[src/rtl/ctvg_pkg.sv]
// Types, constants and latencies of the cylinder tile vertex generator.
package ctvg_pkg;

  localparam int FRAC_BITS = 14;
  localparam int VERTS     = 6;

  localparam logic [1:0] OP_SIDE   = 2'd0;
  localparam logic [1:0] OP_TOP    = 2'd1;
  localparam logic [1:0] OP_BOTTOM = 2'd2;
  localparam logic [1:0] OP_UNUSED = 2'd3;

  localparam logic CFG_STACK_COUNT = 1'b0;
  localparam logic CFG_SLICE_COUNT = 1'b1;

  localparam logic [30:0] Q30_ONE = 31'h4000_0000;
  localparam logic [31:0] PI_Q30  = 32'd3373259426;

  localparam logic [15:0] CAP_HALF = 16'(1 << (FRAC_BITS - 1));
  localparam logic [15:0] CAP_ONE  = 16'(1 << FRAC_BITS);

  localparam int HORNER_STEPS = 7;
  localparam int STEP_LAT     = 3;
  localparam int unsigned SIN_DEN [HORNER_STEPS] = '{156, 110, 72, 42, 20, 6, 0};
  localparam int unsigned COS_DEN [HORNER_STEPS] = '{182, 132, 90, 56, 30, 12, 2};

  localparam int MOD_NW   = 9;
  localparam int MOD_BPS  = 5;
  localparam int MOD_LAT  = (MOD_NW + MOD_BPS - 1) / MOD_BPS;
  localparam int XDIV_NW  = 41;
  localparam int XDIV_BPS = 6;
  localparam int XDIV_LAT = (XDIV_NW + XDIV_BPS - 1) / XDIV_BPS;
  localparam int SDIV_NW  = 23;
  localparam int SDIV_BPS = 6;
  localparam int SDIV_LAT = (SDIV_NW + SDIV_BPS - 1) / SDIV_BPS;

  localparam int ANG_LAT   = MOD_LAT + 2 + XDIV_LAT + 1 + HORNER_STEPS * STEP_LAT + 1;
  localparam int SCALE_LAT = SDIV_LAT + 2;

  localparam logic [1:0] ORDER_FWD [VERTS] = '{2'd0, 2'd2, 2'd3, 2'd0, 2'd3, 2'd1};
  localparam logic [1:0] ORDER_REV [VERTS] = '{2'd0, 2'd3, 2'd2, 2'd0, 2'd1, 2'd3};

  typedef struct packed {
    logic [30:0] smag;
    logic [30:0] cmag;
    logic        sneg;
    logic        cneg;
  } trig_t;

  typedef struct packed {
    logic signed [15:0] nz;
    logic signed [15:0] ny;
    logic signed [15:0] nx;
    logic signed [15:0] pz;
    logic signed [15:0] py;
    logic signed [15:0] px;
  } corner_t;

  typedef struct packed {
    logic              rev;
    corner_t [3:0]     corner;
  } tile_t;

  function automatic logic [15:0] apply_sign(input logic neg, input logic [15:0] mag);
    return neg ? 16'(~mag + 16'd1) : mag;
  endfunction

endpackage

[src/rtl/ctvg_emit.sv]
// Holds one finished tile and sends its six vertices in winding order.
module ctvg_emit import ctvg_pkg::*; (
  input  logic         clk_i,
  input  logic         rst_ni,
  input  logic         valid_i,
  input  tile_t        tile_i,
  output logic         adv_o,
  output logic         m_tvalid_o,
  input  logic         m_tready_i,
  output logic [103:0] m_tdata_o,
  output logic         m_tlast_o
);

  logic        full_q, full_d;
  logic [2:0]  cnt_q, cnt_d;
  tile_t       tile_q;
  logic        last;
  logic [1:0]  sel;
  corner_t     cur;

  assign last  = cnt_q == 3'(VERTS - 1);
  assign adv_o = !full_q || (m_tready_i && last);

  always_comb begin
    full_d = full_q;
    cnt_d  = cnt_q;
    if (adv_o) begin
      full_d = valid_i;
      cnt_d  = '0;
    end else if (m_tready_i) begin
      cnt_d = cnt_q + 3'd1;
    end
  end

  always_ff @(posedge clk_i or negedge rst_ni) begin
    if (!rst_ni) begin
      full_q <= 1'b0;
      cnt_q  <= '0;
    end else begin
      full_q <= full_d;
      cnt_q  <= cnt_d;
    end
  end

  always_ff @(posedge clk_i) begin
    if (adv_o && valid_i) tile_q <= tile_i;
  end

  assign sel       = tile_q.rev ? ORDER_REV[cnt_q] : ORDER_FWD[cnt_q];
  assign cur       = tile_q.corner[sel];
  assign m_tvalid_o = full_q;
  assign m_tlast_o = last;
  assign m_tdata_o = {5'b0, cnt_q, cur.nz, cur.ny, cur.nx, cur.pz, cur.py, cur.px};

endmodule

[config.mk]
export PLATFORM = sky130hd
export DESIGN_NAME = ctvg_emit
export DESIGN_NICKNAME = d
export VERILOG_FILES = /design/src/rtl/ctvg_pkg.sv /design/src/rtl/ctvg_emit.sv
export SDC_FILE = /design/constraint.sdc
export NUM_CORES = 1
export LEC_CHECK = 0
export BUFFER_PORTS_ARGS = -buffer_cell sky130_fd_sc_hd__buf_2
export CORE_AREA = 2 2 192 194
export CTS_CLUSTER_SIZE = 40
export DETAILED_ROUTE_END_ITERATION = 10
export DIE_AREA = 0 0 194 196
export GPL_TIMING_DRIVEN = 0
export PLACE_DENSITY = 0.83
export SYNTH_ARGS = -nofsm -noshare
export SYNTH_HDL_FRONTEND = slang
export SYNTH_SLANG_ARGS = --single-unit
[constraint.sdc]
create_clock -name clk_i -period 15.39 [get_ports clk_i]
set_clock_uncertainty 0.05 [all_clocks]
set_input_delay 0 -clock clk_i [delete_from_list [all_inputs] [get_ports clk_i]]
set_output_delay 0 -clock clk_i [all_outputs]
set_load 0.01 [all_outputs]
==> results of run 1 <==
==> through the flow <==
stage	setup slack, ps	power [mW]	instance area [um^2]	utilization [%]	instances
finish	10800	4.114	24420	67.68	2419
global route	10610	4.243	24420	67.67	2418
CTS	10780	4.008	24400	67.61	2410
detailed placement	10800	3.006	19270	53.42	1950
global placement	579.3	3.002	19130	53.03	1945
floorplan	4530	2.332	16100	-	987
==> kinds of logic after synthesis <==
group / count (synthesis) / share of synthesized area, %
xor+xnor: 1 / 0.1012
other cells: 1 / 0.02332
buf+inv: 92 / 2.466
simple gates: 297 / 11.48
compound gates: 100 / 6.862
fa+ha+maj: 3 / 0.2334
mux: 100 / 6.318
flops: 389 / 72.51
==> report_power, final <==
part / total, mW / switching, mW / internal (mW)
Combinational: 1.89 / 1.17 / 0.725
Clock: 0.945 / 0.424 / 0.521
Sequential: 1.28 / 0.0311 / 1.25
Total: 4.11 / 1.62 / 2.49
==> metal layers <==
metal  GRT usage (%)  vias up  part of all wire, %
li1                -     5867                    -
met1           35.98     6704                   33
met2           53.68     1240                   50
met3           7.495      258                   10
met4           19.95        2                  6.4
met5               0        -                0.026
==> registers in the layout, summed over array words and instances (netlist names) <==
name	count
tile_q	385
cnt_q	3
m_tvalid_o	1
==> critical path: cells and delay by family, from the launching register on <==
family | cells | cell delay (ps)
buffers and inverters | 5 | 2560
AND/OR/NAND/NOR | 3 | 1100
flip-flops | 1 | 410
==> path summary, 6_finish.rpt <==
kind / start / to / slack (ps) / cells past startpoint
worst max register to register: cnt_q[2] / tile_q[133] / 10800 / 8
max in group asynchronous: rst_ni / cnt_q[1] / 14710 / 3
worst min-delay path: tile_i[49] / tile_q[49] / 90 / 2
min in group asynchronous: rst_ni / cnt_q[2] / 360 / 3
worst max-delay path: cnt_q[2] / tile_q[133] / 10800 / 8
worst min register to register: m_tvalid_o / cnt_q[1] / 580 / 1
==> placed cells by master, fill, tap and decap left out, types with 4 or more instances in the layout <==
| master | n |
|---|---|
| buf_2 | 513 |
| dlygate4sd3_1 | 390 |
| edfxtp_1 | 385 |
| nand3_1 | 98 |
| mux2i_1 | 97 |
| or3_1 | 95 |
| nand3b_1 | 95 |
| o2111a_1 | 95 |
| clkbuf_1 | 59 |
| clkbuf_16 | 39 |
| clkinv_2 | 10 |
| diode_2 | 9 |
| buf_4 | 6 |
| buf_1 | 5 |
| conb_1 | 5 |
| inv_6 | 5 |
| clkinv_1 | 5 |
| buf_16 | 5 |
| dfrtp_1 | 4 |
==> cell type report <==
cell class,count,share of cell area [%]
Clock inverter,26,0.9222
Inverter,4,0.06148
Tap cell,468,2.398
Multi-Input combinational cell,506,16.55
Buffer,88,1.563
Sequential cell,389,47.75
Clock buffer,44,4.073
Antenna cell,9,0.09222
Timing Repair Buffer,885,26.59
==> run summary, run 1 <==
CTS H-tree depth - 2
EDFF count, synth - 385
Register area - 11660 um^2
Port buffer count - 490
Max-Cap Viols - 0
Yosys warns - 0
TritonRoute pass-1 iters - 6
Fin Setup TNS - 0 ps
Area contributors post-synth - edfxtp_1 (72%), o2111a_1 (6.7%), mux2i_1 (6.0%), nand3b_1 (4.4%), or3_1 (3.7%)
DR DRC count - 0
Number of global-route vias before repair - 14820
Die Y - 196 um
Synth top area share - 71.89%
Die W - 194 um
Final setup viols - 0
Area growth, synth to finish - 51.86%
Clock Path Buffers - 3
Row cnt - 70
Register area share after synthesis - 72.51%
Pin count of the biggest net entering global routing - 78
Synth Register Bits - 389
Main synth FF type - edfxtp_1
CTS tree - built
Total Routed Length - 61.86 mm
RSZ-0062 raised after global routing - false
Post-DP HPWL - 34.17 mm
Clock buffer count from CTS - 39
Critical path class - register to register
Critical-path top delay cell - clkbuf_1
Synth area leader - edfxtp_1
Antenna violation net count after detailed routing - 0
Period utilisation layout - 29.86%
Initial antenna violation count - 10
GRT Residual Overflow - 0
Max Slew Vio Count - 0
CTS resizes - 0
Crit path cell chain - clkbuf_1 -> clkbuf_1 -> nand3_1 -> nand2_1 -> and2_4 -> buf_16 -> buf_16 -> buf_16
Final Hold Vio Count - 0
Cell area after synthesis - 16080 um^2
Pwr per Cell Area - 168.5 nW/um^2
FILL cells - 2250
Root Driver - clkbuf_16
Starting density of the core - 44.57%
Crit end category - register
Worst Max-Slew Pin Slew - 1011 ps
Worst EP required - 15560 ps
Distinct cells, synth - 28
Insertion delay to the later sink of the worst-skew pair - 550 ps
Min Hold Slack - 90.97 ps
CP max stage delay - 780 ps
Slew headroom - 32.61%
Layout cells sized above 1 - 30.38%
Most instantiated cells after synthesis - edfxtp_1 (385), nand3_1 (98), mux2i_1 (97)
First-pass GRT wire length - 89.40 mm
CP arrival - 4770 ps
Critical-path maximum fanout - 70
Leak pwr - 9.209 nW
Worst Hold Class - input pin to register
Worst VDD drop - 0.1281 mV
Top-count cell post-synth - edfxtp_1
Outcome - complete, no violations
Initial DRC Count - 1178
I/O pin count - 496
Final GP Congestion - 0.8885
Asr flop ratio synth - 1.028%
Synthesized area per cell - 16.36 um^2
Post-CTS Setup Inserts - 0
Area occupied by multi-input gates - 4041 um^2
CP Launch Type - register
DIE AREA - 38020 um^2
Hold-fix buffer count after cts - 390
Routed wire length per instance - 25.57 um
Cell mode on critical path - buf_16
Total Routing Usage GR - 31.55%
Clock sinks - 389
Final critical-path required period - 4595 ps
Vias - 14070
CTS clk-pin slew, worst paths - 60 ps
Nets - 2305
Vias per cell - 5.817
Max Clk Rate - 217.6 MHz
Core region area - 36080 um^2
Mapped Cells - 983
No activity file was read; power rests on OpenSTA's default activity.
==> inputs of run 2 (changes only) <==
--- a/config.mk
+++ b/config.mk
@@ -6,12 +6,12 @@
 export NUM_CORES = 1
 export LEC_CHECK = 0
 export BUFFER_PORTS_ARGS = -buffer_cell sky130_fd_sc_hd__buf_2
-export CORE_AREA = 2 2 192 194
+export CORE_AREA = 2 2 190 192
 export CTS_CLUSTER_SIZE = 40
 export DETAILED_ROUTE_END_ITERATION = 10
-export DIE_AREA = 0 0 194 196
+export DIE_AREA = 0 0 192 194
 export GPL_TIMING_DRIVEN = 0
-export PLACE_DENSITY = 0.83
+export PLACE_DENSITY = 0.87
 export SYNTH_ARGS = -nofsm -noshare
 export SYNTH_HDL_FRONTEND = slang
 export SYNTH_SLANG_ARGS = --single-unit
==> constraint.sdc (replaced) <==
create_clock -name clk_i -period 3.85 [get_ports clk_i]
set_clock_uncertainty 0.05 [all_clocks]
set_input_delay 0 -clock clk_i [delete_from_list [all_inputs] [get_ports clk_i]]
set_output_delay 0 -clock clk_i [all_outputs]
set_load 0.01 [all_outputs]
==> run 2 against run 1 <==
Against the previous run: sequential share of layout area is 0.18 points lower; register-to-register slack got worse by 10000 ps; cell area grew 0.39%; critical path type is now register to output pin; critical endpoint is now m_tdata_o[62]; largest power group unchanged.
==> run summary, run 2 (synthesis results as in run 1) <==
Pin count of the biggest net entering global routing - 75
Root Driver - clkbuf_16
Worst VDD drop - 0.5882 mV
Vias - 14430
Outcome - complete, no violations
Routed wire length per instance - 26.88 um
Combinational fraction of design power - 45.9%
Final std cells w/o fill - 2414
Buf/Inv on CP - 5
Insertion delay to the later sink of the worst-skew pair - 550 ps
Cell mode on critical path - buf_2
CP Launch Type - register
Nets - 2308
Largest Register - tile_q
Final GP Congestion - 0.9040
CP max stage delay - 520 ps
Clock power share - 23.4%
TritonRoute pass-1 iters - 6
Switching Share - 39.60%
CTS H-tree depth - 2
Max reg flops - 385
Area growth, synth to finish - 52.45%
Antenna violation net count after detailed routing - 0
Leak pwr - 9.263 nW
CTS tree - built
Core region area - 35220 um^2
Critical path class - register to output pin
Max Slew Vio Count - 0
Internal power - 10.09 mW
Port buffer count - 490
Total Routing Usage GR - 34.20%
Vias per cell - 5.976
Total Routed Length - 64.89 mm
Crit path cell chain - inv_1 -> ha_1 -> buf_2 -> buf_2 -> buf_2 -> mux2i_1 -> nand3_1 -> o2111a_1 -> buf_2
FILL cells - 2091
GRT Residual Overflow - 0
Initial antenna violation count - 4
Layout cells sized above 1 - 30.44%
Crit-path leading delay family - buffers and inverters
Number of global-route vias before repair - 15630
Commonest cells after routing, fill and taps aside - buf_2 (513), dlygate4sd3_1 (390), edfxtp_1 (385), mux2i_1 (97), nand3_1 (97)
Critical-path top delay cell - buf_2
Worst Max-Slew Pin Slew - 930.5 ps
Crit end category - output pin
First-pass GRT wire length - 93.87 mm
DP Cell Count - 1944
Clock sinks - 389
Die W - 192 um
Final Hold Vio Count - 0
Min Hold Slack - 90.60 ps
Worst Hold Class - input pin to register
Pwr per Cell Area - 681.3 nW/um^2
Final critical-path required period - 3596 ps
Initial DRC Count - 1495
CP arrival - 3550 ps
Max-Cap Viols - 0
Final setup viols - 0
Critical-path maximum fanout - 10
I/O pin count - 496
DIE AREA - 37250 um^2
Post-DP HPWL - 34.20 mm
Worst EP required - 3800 ps
Max Clk Rate - 278.1 MHz
Flop pwr share - 30.7%
Starting density of the core - 45.66%
Switching pwr - 6.615 mW
Row cnt - 69
Clock Path Buffers - 3
Die Y - 194 um
RSZ-0062 raised after global routing - false
Most common cell after layout, fill and taps aside - buf_2
Clock buffer count from CTS - 41
Slew headroom - 37.97%
DR DRC count - 0
Period utilisation layout - 93.40%
CTS clk-pin slew, worst paths - 60 ps
run 2: cell types whose count changed in the layout (fill, tap and decap cells not counted), sizes merged:
cell / change
clkbuf: +7
clkinv: +4
diode: -4
clkinvlp: -3
inv: -3
buf: +1
run 2: routing by layer:
layer / part of all wire [%] / global-route usage [%]
met5: 0 / 0
met4: 8.3 / 25.87
met3: 10 / 6.860
met2: 50 / 58.75
met1: 32 / 36.97
run 2: power groups by stage:
stage,Combinational (mW),Clock [mW],Sequential (mW)
2_1_floorplan,4.06,0,5.18
3_3_place_gp,6.68,0,5.20
3_5_place_dp,6.87,0,5.18
4_1_cts,7.26,3.83,5.09
5_1_grt,8.00,4.07,5.13
6_report,7.66,3.92,5.12
run 2: area by class of cell:
class,instances,area [um^2],area share [%]
diodes,5,12.51,0.05103
plain buffers,88,402.9,1.643
clock buffers,51,1064,4.338
clock inverters,24,214.0,0.8727
inverters,4,15.01,0.06124
multi-input cells,506,4049,16.51
flip-flops and latches,389,11660,47.57
well taps,461,576.8,2.353
repair buffers,886,6521,26.60
run 2: worst paths after layout:
kind                                 end  cells past startpoint  slack (ps)       start
max                        m_tdata_o[62]                      9         250    cnt_q[0]
min                           tile_q[54]                      2          90  tile_i[54]
max reg2reg                  tile_q[255]                      8         770    cnt_q[2]
min reg2reg                     cnt_q[1]                      1         610  m_tvalid_o
max in group asynchronous       cnt_q[0]                      3        3150      rst_ni
min in group asynchronous     m_tvalid_o                      3         370      rst_ni
run 2: per-stage QoR:
step	setup TNS, ps	utilization, %	setup WS [ps]	area, um^2	total power [mW]
global placement	-483830	54.39	-1296	19160	11.88
CTS	0	69.57	149.7	24500	16.17
global route	0	69.59	202.3	24510	17.20
finish	0	69.60	254.1	24520	16.70
floorplan	-106170	-	-275.8	16130	9.240
detailed placement	0	54.86	738.9	19320	12.05
run 2: repair_timing:
action	CTS	global route
setup endpoints to repair	0	2
hold endpoints to repair	417	0
hold buffers	390	0
resized for setup	0	2
setup buffers	0	0
==> inputs of run 3 (changes only) <==
--- a/config.mk
+++ b/config.mk
@@ -6,12 +6,12 @@
 export NUM_CORES = 1
 export LEC_CHECK = 0
 export BUFFER_PORTS_ARGS = -buffer_cell sky130_fd_sc_hd__buf_2
-export CORE_AREA = 2 2 190 192
+export CORE_AREA = 2 2 192 194
 export CTS_CLUSTER_SIZE = 40
 export DETAILED_ROUTE_END_ITERATION = 10
-export DIE_AREA = 0 0 192 194
+export DIE_AREA = 0 0 194 196
 export GPL_TIMING_DRIVEN = 0
-export PLACE_DENSITY = 0.87
+export PLACE_DENSITY = 0.83
 export SYNTH_ARGS = -nofsm -noshare
 export SYNTH_HDL_FRONTEND = slang
 export SYNTH_SLANG_ARGS = --single-unit
==> constraint.sdc (replaced) <==
create_clock -name clk_i -period 3.5 [get_ports clk_i]
set_clock_uncertainty 0.05 [all_clocks]
set_input_delay 0 -clock clk_i [delete_from_list [all_inputs] [get_ports clk_i]]
set_output_delay 0 -clock clk_i [all_outputs]
set_load 0.01 [all_outputs]
==> run 3 against run 2 <==
Against the previous run: first-iteration DRC count is 15% lower; die area is 2.1% higher; utilization is 1.6 points lower; critical path depth is 1 lower; global-route usage is 2.4 points lower; sequential share of layout area hardly changed; worst hold slack better by 8.0 ps; power is 9.3% higher; register-to-register slack worse by 520 ps; routed wire length is 4.3% lower; largest cell class unchanged; largest power group unchanged.
==> run summary, run 3 (synthesis results as in run 1) <==
Outcome - complete, no violations
Leak pwr - 9.274 nW
Register area - 11660 um^2
DR DRC count - 0
Worst VDD drop - 0.5856 mV
CP Launch Type - register
First-pass GRT wire length - 90.95 mm
CTS tree - built
R2r startpoint - cnt_q[2]
Total Routed Length - 62.10 mm
Nets - 2309
Design Power - 18.25 mW
Worst EP required - 3450 ps
Root Driver - clkbuf_16
I/O pin count - 496
Final critical-path required period - 3385 ps
Most common cell after layout, fill and taps aside - buf_2
Number of global-route vias before repair - 15090
Cell mode on critical path - buf_2
Vias per cell - 5.835
Final Hold Vio Count - 0
Largest Register - tile_q
Commonest cells after routing, fill and taps aside - buf_2 (512), dlygate4sd3_1 (390), edfxtp_1 (385), mux2i_1 (97), nand3_1 (97)
Worst Max-Slew Pin Slew - 854.6 ps
Routed wire length per instance - 25.67 um
TritonRoute pass-1 iters - 6
CTS clk-pin slew, worst paths - 60 ps
Period utilisation layout - 96.70%
Port buffer count - 490
Clock Path Buffers - 3
Min setup slack post-route - 115.5 ps
Area occupied by multi-input gates - 4056 um^2
Pin count of the biggest net entering global routing - 76
Final GP Congestion - 0.8602
R2r endpoint - tile_q[287]
RSZ-0062 raised after global routing - false
Total Routing Usage GR - 31.84%
R2r setup slk - 250 ps
Max-Cap Viols - 0
GRT Residual Overflow - 0
Post-CTS Setup Inserts - 0
Area growth, synth to finish - 52.49%
Row cnt - 70
Max reg flops - 385
DIE AREA - 38020 um^2
CP arrival - 3330 ps
Clock sinks - 389
Hold Path Depth - 2
Final setup viols - 0
Pre-CTS setup slack - 196.4 ps
Pwr per Cell Area - 744.4 nW/um^2
Fin Setup TNS - 0 ps
Worst Hold Class - input pin to register
Core region area - 36080 um^2
WHS Endpoint - tile_q[25]
Crit end category - output pin
Vias - 14120
Die Y - 196 um
Critical-path top delay cell - buf_1
Starting density of the core - 44.57%
Crit path cell chain - inv_1 -> ha_1 -> buf_2 -> buf_1 -> mux2i_1 -> nand3_1 -> o2111a_1 -> buf_2
Antenna violation net count after detailed routing - 0
Layout cells sized above 1 - 30.75%
Insertion delay to the later sink of the worst-skew pair - 550 ps
Slew headroom - 43.03%
Critical-path maximum fanout - 10
Min-delay src - tile_i[25]
FILL cells - 2253
Reg2reg path depth - 8
CP max stage delay - 660 ps
Initial DRC Count - 1266
Clock buffer count from CTS - 42
Max Clk Rate - 295.5 MHz
Max Slew Vio Count - 0
Die W - 194 um
Initial antenna violation count - 1
Post-DP HPWL - 34.22 mm
CTS H-tree depth - 2
Critical path class - register to output pin
Finished Core Util - 67.96%
[run 3: cell types whose count changed in the layout (fill, tap and decap cells not counted), moves of 2 or more]
cell	previous run	this run
clkbuf_16	41	43
clkbuf_1	61	58
clkinv_1	9	6
diode_2	5	3
clkbuf_2	1	6
clkbuf_8	2	4
clkinv_8	2	0
[run 3: layout make-up]
cell class / instances / share of cell area (%)
buffer: 88 / 1.679
clock buffer: 57 / 4.684
multi-input combinational: 507 / 16.54
inverter: 4 / 0.06122
tap: 468 / 2.388
sequential: 389 / 47.56
clock inverter: 18 / 0.5816
antenna: 3 / 0.03061
timing repair buffer: 885 / 26.48
[run 3: worst max-delay path by stage]
stage | startpoint | endpoint | slack, ps | cells past startpoint
floorplan | cnt_q[2] | tile_q[0] | -630 | 5
global placement | cnt_q[2] | tile_q[243] | -1770 | 5
detailed placement | cnt_q[2] | tile_q[144] | 200 | 8
CTS | cnt_q[0] | m_tdata_o[74] | 80 | 9
global route | cnt_q[1] | m_tdata_o[51] | 20 | 9
finish | cnt_q[0] | m_tdata_o[44] | 120 | 8
[run 3: repair_timing]
action	CTS	global route
pin swaps	0	1
hold buffers	390	0
gates cloned	0	1
endpoints found under the setup margin	46	57
resized for setup	1	11
hold endpoints to repair	393	0
[run 3: stage by stage]
stage	hold WS [ps]	instance area (um^2)	std cells
floorplan	-345.6	16130	987
global placement	-233.0	19170	1945
detailed placement	-231.9	19300	1950
CTS	71.38	24500	2415
global route	86.14	24520	2418
finish	98.58	24520	2419
[run 3: power by group]
part	leakage, nW	internal [mW]	total, mW	switching [mW]
clock network	0.632	2.45	4.32	1.87
logic	5.12	3.22	8.30	5.08
registers	3.52	5.49	5.63	0.143
[run 3: routing by layer]
layer | share of wire (%) | wire length (um) | track usage, %
met1 | 33 | 20760 | 35.48
met2 | 51 | 31420 | 56.07
met3 | 8.7 | 5382 | 5.948
met4 | 7.3 | 4530 | 20.76
met5 | 0 | 0 | 0
[run 3: critical path, delay by kind of cell (launching register included)]
kind / cells / cell delay [ps]
multiplexers: 1 / 460
buffers and inverters: 4 / 1210
AO/OA/AOI/OAI: 1 / 240
AND/OR/NAND/NOR: 1 / 150
flip-flops: 1 / 440
adder cells (fa/ha/maj): 1 / 270
